$ cat config.mk
export PLATFORM = sky130hd
export DESIGN_NAME = ffha_ctrl
export DESIGN_NICKNAME = d
export VERILOG_FILES = /design/src/rtl/core/ffha_pkg.sv /design/src/rtl/core/ffha_ctrl.sv
export SDC_FILE = /design/constraint.sdc
export NUM_CORES = 1
export LEC_CHECK = 0
export BUFFER_PORTS_ARGS = -buffer_cell sky130_fd_sc_hd__buf_2
export CAP_MARGIN = 20
export CORE_AREA = 2 2 41 43
export CTS_CLUSTER_SIZE = 30
export DETAILED_ROUTE_END_ITERATION = 8
export DIE_AREA = 0 0 43 45
export PLACE_DENSITY = 0.74
export SYNTH_ARGS = -nofsm -noshare
export SYNTH_HDL_FRONTEND = slang
export SYNTH_SLANG_ARGS = --single-unit
export TNS_END_PERCENT = 30
$ cat constraint.sdc
create_clock -name clk -period 1.66 [get_ports clk]
set_input_delay 0 -clock clk [delete_from_list [all_inputs] [get_ports clk]]
set_output_delay 0 -clock clk [all_outputs]
set_load 0.03 [all_outputs]
$ cat src/rtl/core/ffha_pkg.sv
// Shared constants, types and command structures of the first-fit heap allocator.
package ffha_pkg;

  localparam int HEAP_DEPTH = 4096;
  localparam int MAX_BLOCKS = 64;
  localparam int HEAP_AW = $clog2(HEAP_DEPTH);
  localparam int TBL_AW = $clog2(MAX_BLOCKS);
  localparam int START_W = HEAP_AW;
  localparam int SIZE_W = HEAP_AW + 1;
  localparam int CNT_W = TBL_AW + 1;
  localparam int TBL_W = START_W + SIZE_W + 1;
  localparam logic [30:0] BASE_RESET = 31'd10000;
  localparam logic [32:0] ADDR_MAX = 33'h0_7FFF_FFFF;

  typedef enum logic [1:0] {
    OP_ALLOC = 2'd0,
    OP_FREE  = 2'd1,
    OP_READ  = 2'd2,
    OP_WRITE = 2'd3
  } op_t;

  typedef enum logic [2:0] {
    STS_OK      = 3'd0,
    STS_BAD     = 3'd1,
    STS_NOSPACE = 3'd2,
    STS_NOTHEAP = 3'd3,
    STS_NOBLOCK = 3'd4,
    STS_OUTSIDE = 3'd5
  } status_t;

  typedef enum logic [3:0] {
    S_CLEAR, S_IDLE, S_DECODE, S_RD, S_CHK, S_MISS, S_SPLIT_NEW, S_SPLIT_OLD,
    S_TAKE, S_FREE, S_ZERO, S_HREAD, S_HWAIT, S_HWRITE, S_FINISH
  } state_t;

  typedef struct packed {
    logic    capture;
    logic    decode;
    logic    check;
    logic    clr_step;
    logic    split_new;
    logic    split_old;
    logic    take;
    logic    mark_free;
    logic    zero_step;
    logic    heap_wr;
    logic    append;
    logic    res_heap;
    logic    publish;
    logic    st_load;
    status_t st_code;
  } cmd_t;

  typedef struct packed {
    logic    clr_done;
    logic    early_err;
    status_t early_code;
    logic    scan_end;
    logic    match;
    logic    split_need;
    logic    table_full;
    logic    append_fail;
    logic    zero_done;
    logic    out_free;
    op_t     op;
  } sts_t;

endpackage

$ cat src/rtl/core/ffha_ctrl.sv
// Controller state machine that sequences table scans, updates and heap accesses.
module ffha_ctrl (
  input  logic             clk,
  input  logic             rst,
  input  logic             in_valid,
  output logic             in_ready,
  input  ffha_pkg::sts_t   sts,
  output ffha_pkg::cmd_t   cmd
);

  ffha_pkg::state_t state, state_next;

  always_ff @(posedge clk) begin
    if (rst) begin
      state <= ffha_pkg::S_CLEAR;
    end else begin
      state <= state_next;
    end
  end

  always_comb begin
    state_next = state;
    unique case (state)
      ffha_pkg::S_CLEAR: if (sts.clr_done) state_next = ffha_pkg::S_IDLE;
      ffha_pkg::S_IDLE: if (in_valid) state_next = ffha_pkg::S_DECODE;
      ffha_pkg::S_DECODE: begin
        state_next = sts.early_err ? ffha_pkg::S_FINISH : ffha_pkg::S_RD;
      end
      ffha_pkg::S_RD: state_next = sts.scan_end ? ffha_pkg::S_MISS : ffha_pkg::S_CHK;
      ffha_pkg::S_CHK: begin
        if (!sts.match) begin
          state_next = ffha_pkg::S_RD;
        end else begin
          unique case (sts.op)
            ffha_pkg::OP_ALLOC: begin
              if (!sts.split_need) state_next = ffha_pkg::S_TAKE;
              else if (sts.table_full) state_next = ffha_pkg::S_FINISH;
              else state_next = ffha_pkg::S_SPLIT_NEW;
            end
            ffha_pkg::OP_FREE: state_next = ffha_pkg::S_FREE;
            ffha_pkg::OP_READ: state_next = ffha_pkg::S_HREAD;
            ffha_pkg::OP_WRITE: state_next = ffha_pkg::S_HWRITE;
            default: state_next = ffha_pkg::S_FINISH;
          endcase
        end
      end
      ffha_pkg::S_MISS: state_next = ffha_pkg::S_FINISH;
      ffha_pkg::S_SPLIT_NEW: state_next = ffha_pkg::S_SPLIT_OLD;
      ffha_pkg::S_SPLIT_OLD: state_next = ffha_pkg::S_FINISH;
      ffha_pkg::S_TAKE: state_next = ffha_pkg::S_FINISH;
      ffha_pkg::S_FREE: state_next = ffha_pkg::S_ZERO;
      ffha_pkg::S_ZERO: if (sts.zero_done) state_next = ffha_pkg::S_FINISH;
      ffha_pkg::S_HREAD: state_next = ffha_pkg::S_HWAIT;
      ffha_pkg::S_HWAIT: state_next = ffha_pkg::S_FINISH;
      ffha_pkg::S_HWRITE: state_next = ffha_pkg::S_FINISH;
      ffha_pkg::S_FINISH: if (sts.out_free) state_next = ffha_pkg::S_IDLE;
      default: state_next = ffha_pkg::S_IDLE;
    endcase
  end

  always_comb begin
    cmd = '0;
    cmd.st_code = ffha_pkg::STS_OK;
    in_ready = 1'b0;
    unique case (state)
      ffha_pkg::S_CLEAR: cmd.clr_step = 1'b1;
      ffha_pkg::S_IDLE: begin
        in_ready = 1'b1;
        cmd.capture = in_valid;
      end
      ffha_pkg::S_DECODE: begin
        cmd.decode = 1'b1;
        cmd.st_load = sts.early_err;
        cmd.st_code = sts.early_code;
      end
      ffha_pkg::S_RD: ;
      ffha_pkg::S_CHK: begin
        cmd.check = 1'b1;
        if (sts.match && sts.op == ffha_pkg::OP_ALLOC && sts.split_need && sts.table_full) begin
          cmd.st_load = 1'b1;
          cmd.st_code = ffha_pkg::STS_NOSPACE;
        end
      end
      ffha_pkg::S_MISS: begin
        unique case (sts.op)
          ffha_pkg::OP_ALLOC: begin
            cmd.append = !sts.append_fail;
            cmd.st_load = sts.append_fail;
            cmd.st_code = ffha_pkg::STS_NOSPACE;
          end
          ffha_pkg::OP_FREE: begin
            cmd.st_load = 1'b1;
            cmd.st_code = ffha_pkg::STS_NOBLOCK;
          end
          default: begin
            cmd.st_load = 1'b1;
            cmd.st_code = ffha_pkg::STS_OUTSIDE;
          end
        endcase
      end
      ffha_pkg::S_SPLIT_NEW: cmd.split_new = 1'b1;
      ffha_pkg::S_SPLIT_OLD: begin
        cmd.split_old = 1'b1;
        cmd.take = 1'b1;
      end
      ffha_pkg::S_TAKE: cmd.take = 1'b1;
      ffha_pkg::S_FREE: cmd.mark_free = 1'b1;
      ffha_pkg::S_ZERO: cmd.zero_step = !sts.zero_done;
      ffha_pkg::S_HREAD: ;
      ffha_pkg::S_HWAIT: cmd.res_heap = 1'b1;
      ffha_pkg::S_HWRITE: cmd.heap_wr = 1'b1;
      ffha_pkg::S_FINISH: cmd.publish = sts.out_free;
      default: ;
    endcase
  end

endmodule

==> results.toml <==
[status]
outcome = "finished with violations"
violations = "setup timing"

[sta]
skew_ns = 0.00575
fin_setup_tns_ns = -0.00106
fin_crit_sh_pct = 100
final-hold-violation-count = 0
min_period_ns = 1.66
fmax_mhz = 602
worstMarginPinSlew_ns = 0.359
fin_ws_ns = -0.00106
setup_violations = 1
rsz0062_at_grt = "true"
slew_viol_final = 0
relSlewSlack_pct = 76.1

[clocking]
insertion_delay_ns = 0.24
cts_buffers = 3
cts_max_path_buffers = 2
clkSinkCount = 4
cts_tree = "done"
clk_pin_slew_ns = 0.04
cts-root-buf = "clkbuf_4"
htreeDepth = 1

[finish]
largest-register = "state"
drive_gt1_share_pct = 47.5
num_antenna_cells = 0
fill_cells = 155
largest_reg_flops = 4
reg.largest.list = "state x4"
fin_cells = 138
seq_area_um2 = 92.6
nets = 141
area.growth.synth_to_final_pct = 44.1
multi_input_area_um2 = 455

[yosys]
ys_types = 37
synth_nets = 99
yosysWarnings = 0
synth_top_cell_by_area = "dfxtp_1"
synth_area_leaders = "dfxtp_1 14%, nor2_1 9.0%, nand2b_1 7.5%"
netlist_top_cells_count = "14 x nor2_1, 9 x nand2_1, 7 x nand2b_1"
synth-edff-count = 0
ys_ff_latch = 4
synth_async_sr_flop_share_pct = 0
yosysSeqAreaShare_pct = 13.7
ys.flop_type = "dfxtp_1"
yosysTopAreaCellShare_pct = 13.7
synth_area_um2 = 584
synth.most_common_cell = "nor2_1"
synth.avg_cell_area_um2 = 7.13
netlist_instances = 82

[drt]
via_count = 765
drtPass1Iterations = 5
ant_nets = 0
wl_per_cell_um = 12.5
drt_iter0_markers = 13
wirelength_um = 1730
drc = 0
viasPerCell = 5.54

[placed_design]
gp_congestion = 0.867
hpwlAfterDp_um = 1290
placed_cells = 131
pre_cts_ws_ns = 0.0861
io_buffer_count = 34

[setup_path]
cp-end-kind = "output port"
regToRegSetupSlack_ns = 0.13
worstPathCellList = "nor4b_4 -> nand2_1 -> or3_4 -> o211ai_1 -> buf_4"
rr_worst_depth = 6
rr_endpoint = "state[2]$_SDFFE_PP0P_"
crit_fanout = 4
r2r_start = "state[0]$_SDFFE_PP0P_"
crit_slowest_cell = "or3_4"
critical_path_class = "reg2out"
startpoint_type = "flop"
crit_required_ns = 1.66
slowest_delay_ns = 0.38
worstPathArrival_ns = 1.66

[global_route]
overflow = 0
grtUsageTotal_pct = 17.8
grt_pass1_wl_um = 2700
grt_max_degree = 11
antenna_found_initial = 0
grt_pass1_vias = 632

[pwr]
ir_drop_v = 0.000338
power_mw = 0.384
power_leakage_nw = 0.390
powerDensity_nw_per_um2 = 456

[min_path]
worstHoldPathCells = 3
min_from = "sts[13]"
min_path_type = "in2reg"
holdPathEnd = "state[0]$_SDFFE_PP0P_"

[floorplan]
die_w_um = 43
die_area_um2 = 1940
core-area_um2 = 1470
fp.dieH_um = 45
initial_core_util_pct = 39.7
rows = 14
ios = 35

[job]
max_cap_violations = 0
[layout make-up]
cell class	instances	area share (%)
flip-flops and latches	4	11.0
clock buffers	3	2.67
inverters	3	1.34
repair buffers	42	28.5
multi-input cells	70	54.1
well taps	16	2.38
[stage by stage]
step                      util (%)  hold slack (ns)  cell area [um2]
final                         57.2           0.0103              842
after global routing          57.2           0.0399              842
after CTS                     55.1           0.0115              811
after detailed placement      51.6            0.226              759
after global placement        51.6            0.225              759
after floorplan                  -           0.0689              584
[kinds of logic after synthesis]
logic type      Yosys count  synth area share [%]
flops                     4                  13.7
simple gates             44                  39.8
compound gates           26                  36.8
buf+inv                   8                  9.64
[power breakdown]
part	total [mW]	switching [mW]	leakage (nW)	internal, mW
Sequential	0.108	0.00861	0.0352	0.0991
Combinational	0.152	0.0892	0.341	0.0626
Clock	0.125	0.0438	0.0138	0.0811
Total	0.384	0.142	0.390	0.243
[per-layer routing]
metal  track usage, %  vias up  routed length, um
li1                 -      375                  -
met1             23.6      359                726
met2             31.5       27                880
met3                0        4                 89
met4             6.67        0                 31
met5                0        -                  0
[cell usage in the layout, fill, tap and decap left out, drive strengths merged]
| cell | instances |
|---|---|
| buf | 41 |
| nor2 | 15 |
| nand2 | 9 |
| nand2b | 7 |
| a21oi | 4 |
| o21ai | 4 |
| dfxtp | 4 |
| inv | 3 |
| nor3 | 3 |
| clkbuf | 3 |
| or2 | 3 |
| o22ai | 2 |
| and2 | 2 |
| nor4b | 2 |
| a2111oi | 2 |
| or3 | 1 |
| a22oi | 1 |
| a22o | 1 |
| o211ai | 1 |
| o21ba | 1 |
| a211o | 1 |
| o21a | 1 |
| nor2b | 1 |
| o41ai | 1 |
| nand3 | 1 |
| o21bai | 1 |
| a31oi | 1 |
| a221oi | 1 |
| a211oi | 1 |
| a21o | 1 |
| o31a | 1 |
| a311oi | 1 |
| dlygate4sd3 | 1 |
[worst max-delay path: cells and delay by family, from the launching register on]
kind                   cells  cell delay, ns
buffers and inverters      1            0.18
and+or+nand+nor            3            0.79
DFF                        1            0.35
AOI/OAI and AO/OA          1            0.09
[repair_timing]
item	4_1_cts	5_1_grt
hold endpoints to repair	3	0
buffers inserted	1	2
endpoints found under the setup margin	4	5
pin swaps	2	2
gates resized for setup	6	8
hold buffers	1	0
[worst max-delay path by stage]
| stage | start | endpoint | slack (ns) | cells after the start |
|---|---|---|---|---|
| floorplan | state[3]$_SDFFE_PP0P_ | cmd[3] | -0.08 | 5 |
| global placement | state[3]$_SDFFE_PP0P_ | state[0]$_SDFFE_PP0P_ | 0.10 | 4 |
| CTS | state[3]$_SDFFE_PP0P_ | cmd[3] | -0.02 | 5 |
| finish | state[0]$_SDFFE_PP0P_ | cmd[3] | -0.001 | 5 |
| detailed placement | state[0]$_SDFFE_PP0P_ | cmd[3] | 0.09 | 5 |
| global route | state[0]$_SDFFE_PP0P_ | cmd[3] | -0.05 | 5 |
Power figures use the tool's default switching activity.
